==> src/rtl/stpc_pkg.sv <==
`timescale 1ns / 1ps
// ----------------------------------------------------------------------------
// stpc_pkg
// shared types, codes and layout helpers of the sms tpdu structure checker
// ----------------------------------------------------------------------------
package stpc_pkg;

	// status codes of a report
	localparam logic [2:0] ST_OK          = 3'd0;
	localparam logic [2:0] ST_TOO_LONG    = 3'd1;
	localparam logic [2:0] ST_TOO_SHORT   = 3'd2;
	localparam logic [2:0] ST_ADDR_TRUNC  = 3'd3;
	localparam logic [2:0] ST_NO_PID_DCS  = 3'd4;
	localparam logic [2:0] ST_NO_VP       = 3'd5;
	localparam logic [2:0] ST_NO_STAMP    = 3'd6;
	localparam logic [2:0] ST_UD_TRUNC    = 3'd7;

	// message type indicator codes
	localparam logic [1:0] MT_DELIVER = 2'd0;
	localparam logic [1:0] MT_SUBMIT  = 2'd1;
	localparam logic [1:0] MT_REPORT  = 2'd2;
	localparam logic [1:0] MT_COMMAND = 2'd3;

	// validity period format codes
	localparam logic [1:0] VPF_NONE     = 2'd0;
	localparam logic [1:0] VPF_RELATIVE = 2'd2;

	localparam logic [8:0] COUNT_MAX   = 9'd511;
	localparam logic [3:0] STAMP_BYTES = 4'd7;

	// register indexes
	localparam logic REG_MAX_LENGTH = 1'b0;

	localparam logic [7:0] MAX_LENGTH_RESET = 8'd164;

	// one tpdu as seen at its final byte
	typedef struct packed {
		logic [7:0] head;
		logic [7:0] digits;
		logic [7:0] dcs;
		logic [7:0] udl;
		logic [8:0] len;
	} frame_t;

	// byte position just past the address field
	function automatic logic [8:0] after_address(logic submit, logic [7:0] digits);
		logic [8:0] p;
		p = submit ? 9'd3 : 9'd2;
		if (digits != 8'd0)
			p = p + 9'd1 + (({1'b0, digits} + 9'd1) >> 1);
		return p;
	endfunction

	// size of the validity period (submit) or timestamp (deliver)
	function automatic logic [3:0] vp_bytes(logic submit, logic [7:0] head);
		logic [3:0] n;
		n = STAMP_BYTES;
		if (submit) begin
			if (head[4:3] == VPF_NONE)
				n = 4'd0;
			else if (head[4:3] == VPF_RELATIVE)
				n = 4'd1;
		end
		return n;
	endfunction

	// gsm 7-bit default alphabet per the dcs coding groups
	function automatic logic dcs_is_gsm7(logic [7:0] dcs);
		logic g;
		g = 1'b0;
		if (dcs[7:4] <= 4'h7)
			g = !dcs[5] && (dcs[3:2] == 2'b00);
		else if (dcs[7:4] == 4'hC || dcs[7:4] == 4'hD)
			g = 1'b1;
		else if (dcs[7:4] == 4'hF)
			g = !dcs[2];
		return g;
	endfunction

endpackage

==> src/rtl/stpc_if.sv <==
`timescale 1ns / 1ps
// ----------------------------------------------------------------------------
// stpc_byte_if / stpc_result_if
// valid/ready channels for tpdu bytes and per-tpdu reports
// ----------------------------------------------------------------------------
interface stpc_byte_if;
	logic       valid;
	logic       ready;
	logic [7:0] data_byte;
	logic       last;

	modport source (output valid, output data_byte, output last, input ready);
	modport sink (input valid, input data_byte, input last, output ready);
endinterface

interface stpc_result_if;
	logic       valid;
	logic       ready;
	logic [2:0] status;
	logic [1:0] message_type;
	logic [7:0] lead_byte;
	logic [8:0] total_length;

	modport source (output valid, output status, output message_type,
		output lead_byte, output total_length, input ready);
	modport sink (input valid, input status, input message_type,
		input lead_byte, input total_length, output ready);
endinterface

==> src/rtl/stpc_frame.sv <==
`timescale 1ns / 1ps
// ----------------------------------------------------------------------------
// stpc_frame
// byte counter and field captures of the tpdu in flight
// ----------------------------------------------------------------------------
module stpc_frame (
	input  logic               clk,
	input  logic               arst_n,
	input  logic               take,
	input  logic [7:0]         data_byte,
	input  logic               last,
	output stpc_pkg::frame_t   snap
);

	logic [8:0] count_q;
	logic [7:0] head_q;
	logic [7:0] digits_q;
	logic [7:0] dcs_q;
	logic [7:0] udl_q;

	logic [7:0] head_n;
	logic [7:0] digits_n;
	logic [7:0] dcs_n;
	logic [7:0] udl_n;
	logic [8:0] count_n;
	logic       submit;
	logic       tracked;
	logic [8:0] after;
	logic [8:0] udl_pos;

	always_comb begin
		head_n   = (count_q == 9'd0) ? data_byte : head_q;
		submit   = head_n[1:0] == stpc_pkg::MT_SUBMIT;
		// only submit and deliver have fields past the first byte
		tracked  = (count_q != 9'd0) && !head_n[1];
		digits_n = digits_q;
		if (tracked && count_q == (submit ? 9'd2 : 9'd1))
			digits_n = data_byte;
		after    = stpc_pkg::after_address(submit, digits_n);
		dcs_n    = dcs_q;
		if (tracked && count_q == after + 9'd1)
			dcs_n = data_byte;
		udl_pos  = after + 9'd2 + {5'd0, stpc_pkg::vp_bytes(submit, head_n)};
		udl_n    = udl_q;
		if (tracked && count_q == udl_pos)
			udl_n = data_byte;
		count_n  = (count_q != stpc_pkg::COUNT_MAX) ? count_q + 9'd1 : count_q;
	end

	assign snap = '{head: head_n, digits: digits_n, dcs: dcs_n, udl: udl_n,
		len: count_n};

	always_ff @(posedge clk or negedge arst_n) begin
		if (!arst_n) begin
			count_q  <= 9'd0;
			head_q   <= 8'd0;
			digits_q <= 8'd0;
			dcs_q    <= 8'd0;
			udl_q    <= 8'd0;
		end else if (take) begin
			if (last) begin
				count_q  <= 9'd0;
				head_q   <= 8'd0;
				digits_q <= 8'd0;
				dcs_q    <= 8'd0;
				udl_q    <= 8'd0;
			end else begin
				count_q  <= count_n;
				head_q   <= head_n;
				digits_q <= digits_n;
				dcs_q    <= dcs_n;
				udl_q    <= udl_n;
			end
		end
	end

endmodule

==> src/rtl/stpc_check.sv <==
`timescale 1ns / 1ps
// ----------------------------------------------------------------------------
// stpc_check
// layout checks of one finished tpdu, first failure wins
// ----------------------------------------------------------------------------
module stpc_check (
	input  stpc_pkg::frame_t frame,
	input  logic [7:0]       max_length,
	output logic [2:0]       status
);

	logic [9:0]  len;
	logic        submit;
	logic [9:0]  after;
	logic [9:0]  pos_vp;
	logic [9:0]  pos_udl;
	logic [3:0]  vb;
	logic [10:0] septet_bytes;
	logic [7:0]  octets;
	logic [9:0]  ud_end;

	always_comb begin
		len          = {1'b0, frame.len};
		submit       = frame.head[1:0] == stpc_pkg::MT_SUBMIT;
		after        = {1'b0, stpc_pkg::after_address(submit, frame.digits)};
		pos_vp       = after + 10'd2;
		vb           = stpc_pkg::vp_bytes(submit, frame.head);
		pos_udl      = pos_vp + {6'd0, vb};
		// septets to bytes: (udl*7 + 7) / 8
		septet_bytes = ({3'd0, frame.udl} << 3) - {3'd0, frame.udl} + 11'd7;
		octets       = stpc_pkg::dcs_is_gsm7(frame.dcs) ? septet_bytes[10:3] : frame.udl;
		ud_end       = pos_udl + 10'd1 + {2'd0, octets};

		if (len > {2'd0, max_length})
			status = stpc_pkg::ST_TOO_LONG;
		else if (frame.head[1])
			status = (len < 10'd2) ? stpc_pkg::ST_TOO_SHORT : stpc_pkg::ST_OK;
		else if (len < (submit ? 10'd4 : 10'd3))
			status = stpc_pkg::ST_TOO_SHORT;
		else if (after > len)
			status = stpc_pkg::ST_ADDR_TRUNC;
		else if (pos_vp > len)
			status = stpc_pkg::ST_NO_PID_DCS;
		else if (submit && vb != 4'd0 && pos_udl > len)
			status = stpc_pkg::ST_NO_VP;
		else if (!submit && pos_udl > len)
			status = stpc_pkg::ST_NO_STAMP;
		else if (pos_udl >= len)
			status = stpc_pkg::ST_OK;
		else if (ud_end > len)
			status = stpc_pkg::ST_UD_TRUNC;
		else
			status = stpc_pkg::ST_OK;
	end

endmodule

==> src/rtl/sms_tpdu_structure_check_top.sv <==
`timescale 1ns / 1ps
// ----------------------------------------------------------------------------
// sms_tpdu_structure_check_top
// streaming structure check of sms tpdus with one report per tpdu
// ----------------------------------------------------------------------------
// The block takes a TPDU one byte per beat on the tpdu channel, last marking
// the final byte, and sends one report beat per TPDU on the report channel:
// status, message type, first octet and byte count (saturating at 511). A
// byte is taken in every cycle with tpdu ready high; the byte counter and the field
// captures (address digit count, DCS, UDL at positions the earlier bytes imply)
// update in the accepting cycle. The final byte copies the TPDU's fields into a
// snapshot stage, the checks run from that snapshot into the report register,
// which loads from the snapshot once it is empty or its report is taken, and
// the report is offered while it holds one. Snapshot and report register each
// hold one TPDU, so the byte stream only stalls when both are full and the
// report is not taken. max_length (APB, byte address 0, reset 164) is read
// during the check; write it only while no TPDU is in flight.
// ----------------------------------------------------------------------------
module sms_tpdu_structure_check_top (
	input  logic                 clk,
	input  logic                 arst_n,
	stpc_byte_if.sink            tpdu,
	stpc_result_if.source        report,
	input  logic                 psel,
	input  logic                 penable,
	input  logic                 pwrite,
	input  logic [2:0]           paddr,
	input  logic [31:0]          pwdata,
	output logic [31:0]          prdata,
	output logic                 pready
);

	// configuration
	logic [7:0] max_length_q;
	logic       reg_sel;

	// frame tracking
	logic              take;
	stpc_pkg::frame_t  snap;

	// snapshot stage
	logic              s1_valid_q;
	stpc_pkg::frame_t  frame_s1;

	// report register
	logic       out_valid_q;
	logic       out_free;
	logic [2:0] status_q;
	logic [7:0] lead_byte_q;
	logic [8:0] total_length_q;
	logic [2:0] status_c;

	// apb register, word index in paddr[2]
	assign pready  = 1'b1;
	assign reg_sel = paddr[2] == stpc_pkg::REG_MAX_LENGTH;
	assign prdata  = reg_sel ? {24'd0, max_length_q} : 32'd0;

	always_ff @(posedge clk or negedge arst_n) begin
		if (!arst_n) begin
			max_length_q <= stpc_pkg::MAX_LENGTH_RESET;
		end else if (psel && penable && pwrite && reg_sel) begin
			max_length_q <= pwdata[7:0];
		end
	end

	// handshakes: report register drains first, then the snapshot moves up
	assign out_free   = !out_valid_q || report.ready;
	assign tpdu.ready = !s1_valid_q || out_free;
	assign take       = tpdu.valid && tpdu.ready;

	stpc_frame u_frame (
		.clk       (clk),
		.arst_n    (arst_n),
		.take      (take),
		.data_byte (tpdu.data_byte),
		.last      (tpdu.last),
		.snap      (snap)
	);

	// snapshot of a finished tpdu
	always_ff @(posedge clk or negedge arst_n) begin
		if (!arst_n) begin
			s1_valid_q <= 1'b0;
		end else if (take && tpdu.last) begin
			s1_valid_q <= 1'b1;
		end else if (out_free) begin
			s1_valid_q <= 1'b0;
		end
	end

	always_ff @(posedge clk) begin
		if (take && tpdu.last) begin
			frame_s1 <= snap;
		end
	end

	stpc_check u_check (
		.frame      (frame_s1),
		.max_length (max_length_q),
		.status     (status_c)
	);

	// report register
	always_ff @(posedge clk or negedge arst_n) begin
		if (!arst_n) begin
			out_valid_q <= 1'b0;
		end else if (out_free) begin
			out_valid_q <= s1_valid_q;
		end
	end

	always_ff @(posedge clk) begin
		if (out_free && s1_valid_q) begin
			status_q       <= status_c;
			lead_byte_q    <= frame_s1.head;
			total_length_q <= frame_s1.len;
		end
	end

	assign report.valid        = out_valid_q;
	assign report.status       = status_q;
	assign report.message_type = lead_byte_q[1:0];
	assign report.lead_byte    = lead_byte_q;
	assign report.total_length = total_length_q;

`ifndef SYNTHESIS
	// a final byte always lands in the snapshot stage
	a_last_to_s1: assert property (@(posedge clk) disable iff (!arst_n)
		take && tpdu.last |=> s1_valid_q)
		else $error("final byte not captured in snapshot stage");

	// both stages full and stalled: no byte may be taken
	a_full_stall: assert property (@(posedge clk) disable iff (!arst_n)
		s1_valid_q && out_valid_q && !report.ready |-> !tpdu.ready)
		else $error("byte accepted with both stages full");

	// a reported tpdu has at least one byte
	a_len_nonzero: assert property (@(posedge clk) disable iff (!arst_n)
		report.valid |-> report.total_length != 9'd0)
		else $error("report with zero length");

	// report and command tpdus only see the length checks
	a_short_types: assert property (@(posedge clk) disable iff (!arst_n)
		report.valid && report.message_type[1] |->
			report.status == stpc_pkg::ST_OK ||
			report.status == stpc_pkg::ST_TOO_LONG ||
			report.status == stpc_pkg::ST_TOO_SHORT)
		else $error("layout status on a report or command tpdu");
`endif

endmodule
==> src/flat_wrapper.sv <==
// flat-port wrapper written by rule: the top's interface ports become plain ports
module sms_tpdu_structure_check_top_flat 
  (clk, arst_n, psel, penable, pwrite, paddr, pwdata, prdata, pready, tpdu_valid, tpdu_data_byte, tpdu_last, tpdu_ready, report_valid, report_status, report_message_type, report_lead_byte, report_total_length, report_ready);
  stpc_byte_if tpdu_i ();
  stpc_result_if report_i ();
  input  logic clk;
  input  logic arst_n;
  input  logic psel;
  input  logic penable;
  input  logic pwrite;
  input  logic [2:0] paddr;
  input  logic [31:0] pwdata;
  output logic [31:0] prdata;
  output logic pready;
  input wire logic [$bits(tpdu_i.valid)-1:0] tpdu_valid;
  input wire logic [$bits(tpdu_i.data_byte)-1:0] tpdu_data_byte;
  input wire logic [$bits(tpdu_i.last)-1:0] tpdu_last;
  output wire logic [$bits(tpdu_i.ready)-1:0] tpdu_ready;
  output wire logic [$bits(report_i.valid)-1:0] report_valid;
  output wire logic [$bits(report_i.status)-1:0] report_status;
  output wire logic [$bits(report_i.message_type)-1:0] report_message_type;
  output wire logic [$bits(report_i.lead_byte)-1:0] report_lead_byte;
  output wire logic [$bits(report_i.total_length)-1:0] report_total_length;
  input wire logic [$bits(report_i.ready)-1:0] report_ready;
  assign tpdu_i.valid = tpdu_valid;
  assign tpdu_i.data_byte = tpdu_data_byte;
  assign tpdu_i.last = tpdu_last;
  assign tpdu_ready = tpdu_i.ready;
  assign report_valid = report_i.valid;
  assign report_status = report_i.status;
  assign report_message_type = report_i.message_type;
  assign report_lead_byte = report_i.lead_byte;
  assign report_total_length = report_i.total_length;
  assign report_i.ready = report_ready;
  sms_tpdu_structure_check_top u_core (.clk(clk), .arst_n(arst_n), .tpdu(tpdu_i), .report(report_i), .psel(psel), .penable(penable), .pwrite(pwrite), .paddr(paddr), .pwdata(pwdata), .prdata(prdata), .pready(pready));
endmodule
==> config.mk <==
export PLATFORM = sky130hd
export DESIGN_NAME = sms_tpdu_structure_check_top_flat
export DESIGN_NICKNAME = d
export VERILOG_FILES = /design/src/rtl/stpc_pkg.sv /design/src/rtl/stpc_if.sv /design/src/rtl/stpc_frame.sv /design/src/rtl/stpc_check.sv /design/src/rtl/sms_tpdu_structure_check_top.sv /design/src/flat_wrapper.sv
export SDC_FILE = /design/constraint.sdc
export NUM_CORES = 1
export LEC_CHECK = 0
export BUFFER_PORTS_ARGS = -buffer_cell sky130_fd_sc_hd__buf_4
export CAP_MARGIN = 0
export CORE_MARGIN = 2
export CORE_UTILIZATION = 50
export CTS_BUF_LIST = sky130_fd_sc_hd__clkbuf_2 sky130_fd_sc_hd__clkbuf_4 sky130_fd_sc_hd__clkbuf_8
export DETAILED_ROUTE_END_ITERATION = 12
export PLACE_DENSITY = 0.73
export SYNTH_ARGS = -nofsm -noshare
export SYNTH_HDL_FRONTEND = slang
export SYNTH_SLANG_ARGS = --single-unit
==> constraint.sdc <==
create_clock -name clk -period 6.1 [get_ports clk]
set_input_delay 0.61 -clock clk [delete_from_list [all_inputs] [get_ports clk]]
set_output_delay 0.61 -clock clk [all_outputs]
set_load 0.005 [all_outputs]
Word level (Yosys, flattened, before mapping)

Index checks and enable logic that the tools add are counted.
Widths: inputs -> output; s select.

Bits of input ports: 51
Output and inout port bits: 57
Bits in registers: 112
Logic and storage cells: 123

Magnitude comparators: 9
Eq/ne operators: 11
Bitwise logic cells: 1
Reductions and logical operators: 32
Add/sub/neg operators: 16
Mux-type cells: 38

Operator list:

| kind                  | number |
|---|---|
| $mux 8                | 10 |
| $mux 3                | 14 |
| $mux 9                | 4 |
| $gt 10x9->1           | 3 |
| $add 3x8->9           | 2 |
| $add 8x1->9 const B   | 2 |
| $add 9x1->9 const B   | 2 |
| $eq 9x9->1            | 2 |
| $reduce_bool 8->1     | 2 |
| $logic_and 1x1->1     | 14 |
| $eq 4x4->1 const B    | 3 |
| $add 11x3->11 const B | 1 |
| $sub 11x8->11         | 1 |
| $add 10x1->10 const B | 1 |
| $add 10x4->10         | 1 |
| $add 10x8->10         | 1 |
| $add 9x2->10 const B  | 1 |
| $ge 10x9->1           | 1 |
| $add 9x2->9 const B   | 1 |
| $add 9x4->9           | 1 |
| $eq 9x2->1            | 1 |
| $gt 9x8->1            | 1 |
| $gt 9x9->1            | 1 |
| $logic_not 9->1       | 1 |
| other kinds (17)      | 36 |

Depth between registers and ports, before layout

Depth in word-level cells: 18
Depth in mapped cells: 29
Mapped depth without buffers: 28

By module

A second synthesis with hierarchy kept.

Cells, all modules: 861
Area, all modules: 8780.9 um^2

By module, submodules not included:

| module                       | cells an instance | sequential area each (um^2) | area each (um^2) | instances |
|---|---|---|---|---|
| stpc_frame                   | 395               | 1026.0                      | 3617.2           | 1 |
| stpc_check                   | 341               | 0.0                         | 2637.5           | 1 |
| sms_tpdu_structure_check_top | 125               | 2085.8                      | 2526.2           | 1 |

Worst setup path before layout

OpenSTA, ideal clock, no wires.

Path type: reg-to-reg
Start: register u_core.u_frame.count_q[0]
End: register u_core.frame_s1[10] (netlist name), data pin
Library setup time: 0.260 ns
Stages on the path, launching flop included: 29
Period minus slack after synthesis: 6.570 ns
Required time: 5.840 ns
Path slack: -0.470 ns
Buffers on the path: 7
Arrival time: 6.310 ns
Cell sequence: dfrtp_1 clkbuf_1 inv_1 ha_1 nand2b_1 mux2i_1 mux2i_1 nand2_1 clkbuf_1 clkbuf_1 mux2i_1 inv_1 ha_1 clkbuf_1 xor2_1 ha_1 nor3_1 mux2i_1 and3_1 clkbuf_1 ha_1 fa_1 xor2_1 nor4_1 and3_1 clkbuf_1 nand3_1 buf_2 mux2_2

RTL lines:

| what                   | line                               | text |
|---|---|---|
| start, declared        | stpc_frame.sv:15                   | `logic [8:0] count_q;` |
| start signal, assigned | stpc_frame.sv:68                   | `count_q <= count_n;` |
| end signal, assigned   | sms_tpdu_structure_check_top.sv:93 | `frame_s1 <= snap;` |
| end, declared          | sms_tpdu_structure_check_top.sv:43 | `stpc_pkg::frame_t frame_s1;` |

==> results.py <==
metrics = {
    "layout": {
        "instances_no_fill": 1159,
        "final.fill_count": 1506,
        "drive_above_1_share_pct": 16.7,
        "area_growth_pct": 9.38,
        "nets": 1075,
        "n_antenna_cell": 0,
    },
    "synthesis": {
        "synth_area_per_cell_um2": 9.66,
        "synth_top_cell_by_area": "edfxtp_1",
        "synth_most_common_cell": "ha_1",
        "synth_top_area_share_pct": 20.6,
        "ys_seq_area_share_pct": 34.9,
        "synth_seq_cells": 108,
        "yosys_warnings": 0,
        "synth_cells": 891,
        "async_flop_share_pct": 45.4,
        "synth_flop_cell": "edfxtp_1",
        "ys_top_cells_by_count": "86 x ha_1, 70 x inv_1, 60 x nand2_1",
        "synth.distinct_cells": 75,
        "netlist_top_cells_area": "edfxtp_1 21%, dfrtp_1 13%, ha_1 13%",
        "synth-edff-count": 59,
        "syn_area_um2": 8610,
    },
    "floorplanning": {
        "fp.dieW_um": 135,
        "rows": 47,
        "io_pins": 108,
        "dieArea_um2": 18300,
        "core_area_um2": 16700,
        "initial_core_util_pct": 51.5,
        "die_h_um": 135,
    },
    "detailed_routing": {
        "first_iter_violations": 329,
        "wl_per_cell_um": 16.5,
        "ant_nets": 0,
        "wl_um": 19100,
        "drc_errors": 0,
        "vias_per_cell": 5.72,
        "num_vias": 6633,
        "dr.pass1.iters": 5,
    },
    "critical_path": {
        "max_stage_delay_ps": 680,
        "crit_fanout": 12,
        "crit_type": "reg -> reg",
        "end_kind": "flop",
        "crit_slowest_cell": "or4_4",
        "startpoint": "u_core.u_frame.count_q[1]",
        "endpoint": "u_core.frame_s1[22]",
        "arrival_ps": 5900,
        "r2r_end": "u_core.frame_s1[22]",
        "cp.required_ps": 6260,
        "reg2reg_from": "u_core.u_frame.count_q[1]",
        "cp_cell_sequence": "inv_2 -> ha_2 -> nand2b_1 -> mux2i_2 -> mux2i_2 -> nand2_2 -> mux2i_1 -> inv_1 -> ha_1 -> buf_4 -> nand3_1 -> xnor2_1 -> a31o_2 -> a211oi_1 -> mux2i_1 -> and2_0 -> or3_1 -> nor4_1 -> nor3_2 -> or4_4 -> mux2_4",
        "rr_worst_depth": 21,
        "worstSetupStartpointType": "flop",
        "r2r_slack_ps": 360,
    },
    "sta": {
        "setup_viol": 0,
        "fmax_mhz": 174,
        "relSlewSlack_pct": 35.4,
        "tightest_slew_ps": 968,
        "hold_viol": 0,
        "fin_skew_ps": 13.5,
        "fin_setup_tns_ps": 0,
        "rsz0062_at_grt": "false",
        "finalCritPeriodShare_pct": 94.1,
        "slew_viol_final": 0,
        "fin_crit_ps": 5740,
        "whs_ps": 225,
    },
    "clocking": {
        "cts_tree": "done",
        "clockBufferDepth": 2,
        "cts.sinks": 108,
        "clock_latency_ps": 390,
        "hold_buffers": 0,
        "clkTransAtPathRegs_ps": 120,
        "cts_max_level": 3,
        "cts_buffers": 9,
        "ctsRootBufferMaster": "clkbuf_8",
    },
    "job": {
        "drv_cap": 0,
    },
    "placed_design": {
        "port_buffers": 56,
        "dpl.hpwl_um": 14600,
        "gp_congestion": 0.921,
        "dpl.cell_count": 1142,
    },
    "grt": {
        "grt_max_degree": 50,
        "grt_overflow": 0,
        "grt.total_usage_pct": 21.7,
        "first_global_vias": 6300,
        "antenna_found_initial": 0,
        "grt_pass1_wl_um": 31800,
    },
    "outcome": {
        "status": "finished clean",
    },
    "pwr": {
        "vdd_drop_max_uv": 231,
        "powerDensity_nw_per_um2": 342,
        "power_leakage_nw": 4.21,
    },
    "min_path": {
        "min_path_type": "in -> async",
    },
}
==> flip-flops by register name, summed over array words and instances (netlist names), 3 cells and up <==
name	count
u_core.frame_s1	39
u_core.report.total_length	9
u_core.u_frame.udl_q	8
u_core.u_frame.count_q	9
u_core.u_frame.digits_q	8
u_core.report.lead_byte	8
u_core.u_frame.head_q	8
u_core.report.status	3
u_core.u_frame.dcs_q	6
u_core.max_length_q	8
==> what timing repair did <==
item / in CTS / in global routing
resized for setup: 0 / 10
endpoints found under the setup margin: 0 / 28
setup buffers: 0 / 1
==> power by group <==
group	internal (mW)	switching, mW	leakage, nW	total (mW)
logic	0.833	0.940	2.89	1.77
clock network	0.200	0.274	0.107	0.474
registers	0.896	0.0747	1.20	0.970
==> cell usage in the layout, fill, tap and decap left out, types with 10 or more instances in the layout <==
cell type / instances
and3_1: 13
a21oi_1: 34
buf_4: 73
nor2_1: 40
nand2_1: 59
dfrtp_1: 45
xor2_1: 17
o21ai_0: 30
conb_1: 28
nand4_1: 13
xnor2_1: 42
nor3_1: 14
o21a_1: 17
edfxtp_1: 59
nand3_1: 23
ha_1: 85
mux2_2: 32
a21o_1: 20
nand2b_1: 14
o211ai_1: 10
inv_1: 69
nor2b_1: 22
a22o_1: 20
==> cell type report <==
class	count	area [um^2]	area share (%)
multi-input cells	672	5110	54.3
flip-flops and latches	108	3000	31.9
repair buffers	73	548	5.82
well taps	220	275	2.92
inverters	70	263	2.79
clock buffers	9	124	1.32
clock inverters	7	91.3	0.970
==> through the flow <==
stage	worst slack (ps)	power [mW]	instance area, um^2	utilization (%)
2_1_floorplan	8.28	2.36	8740	-
3_3_place_gp	293	2.67	9160	54.9
3_5_place_dp	153	2.72	9160	54.9
4_1_cts	112	3.21	9380	56.1
5_1_grt	56.0	3.52	9410	56.4
6_report	360	3.22	9410	56.4
==> routing by layer <==
metal  share of wire (%)  up-vias  routed length (um)  global-route usage (%)
met2                  46      163                8840                    34.0
li1                    -     3250                   -                       -
met1                  48     3190                9130                    31.4
met3                 3.9       30                 756                    3.03
met4                 2.2        0                 420                    6.42
met5                   0        -                   0                       0
==> critical path, delay by kind of cell (launching register included) <==
family / cells / cell delay [ps]
and+or+nand+nor: 8 / 2270
muxes: 5 / 1280
AOI/OAI and AO/OA: 2 / 510
DFF: 1 / 490
adders and majority gates: 2 / 450
buffers and inverters: 3 / 390
xor gates and xnor gates: 1 / 110
==> kinds of logic after synthesis <==
family,Yosys count,share of synthesized area [%]
AO/OA/AOI/OAI,188,15.5
XOR/XNOR,61,6.45
adder cells (fa/ha/maj),90,13.4
buffers and inverters,137,7.33
flip-flops,108,34.9
multiplexers,48,6.28
other,2,0.0873
AND/OR/NAND/NOR,257,16.0
==> worst min path at each step <==
stage	cells past startpoint	endpoint	slack, ps
floorplan	0	u_core.max_length_q[0]	310
global placement	0	u_core.report.lead_byte[0]	440
detailed placement	0	u_core.report.lead_byte[0]	460
CTS	1	u_core.max_length_q[1]	250
global route	1	u_core.max_length_q[1]	280
finish	1	u_core.max_length_q[1]	230
No activity file was read; power rests on OpenSTA's default activity.
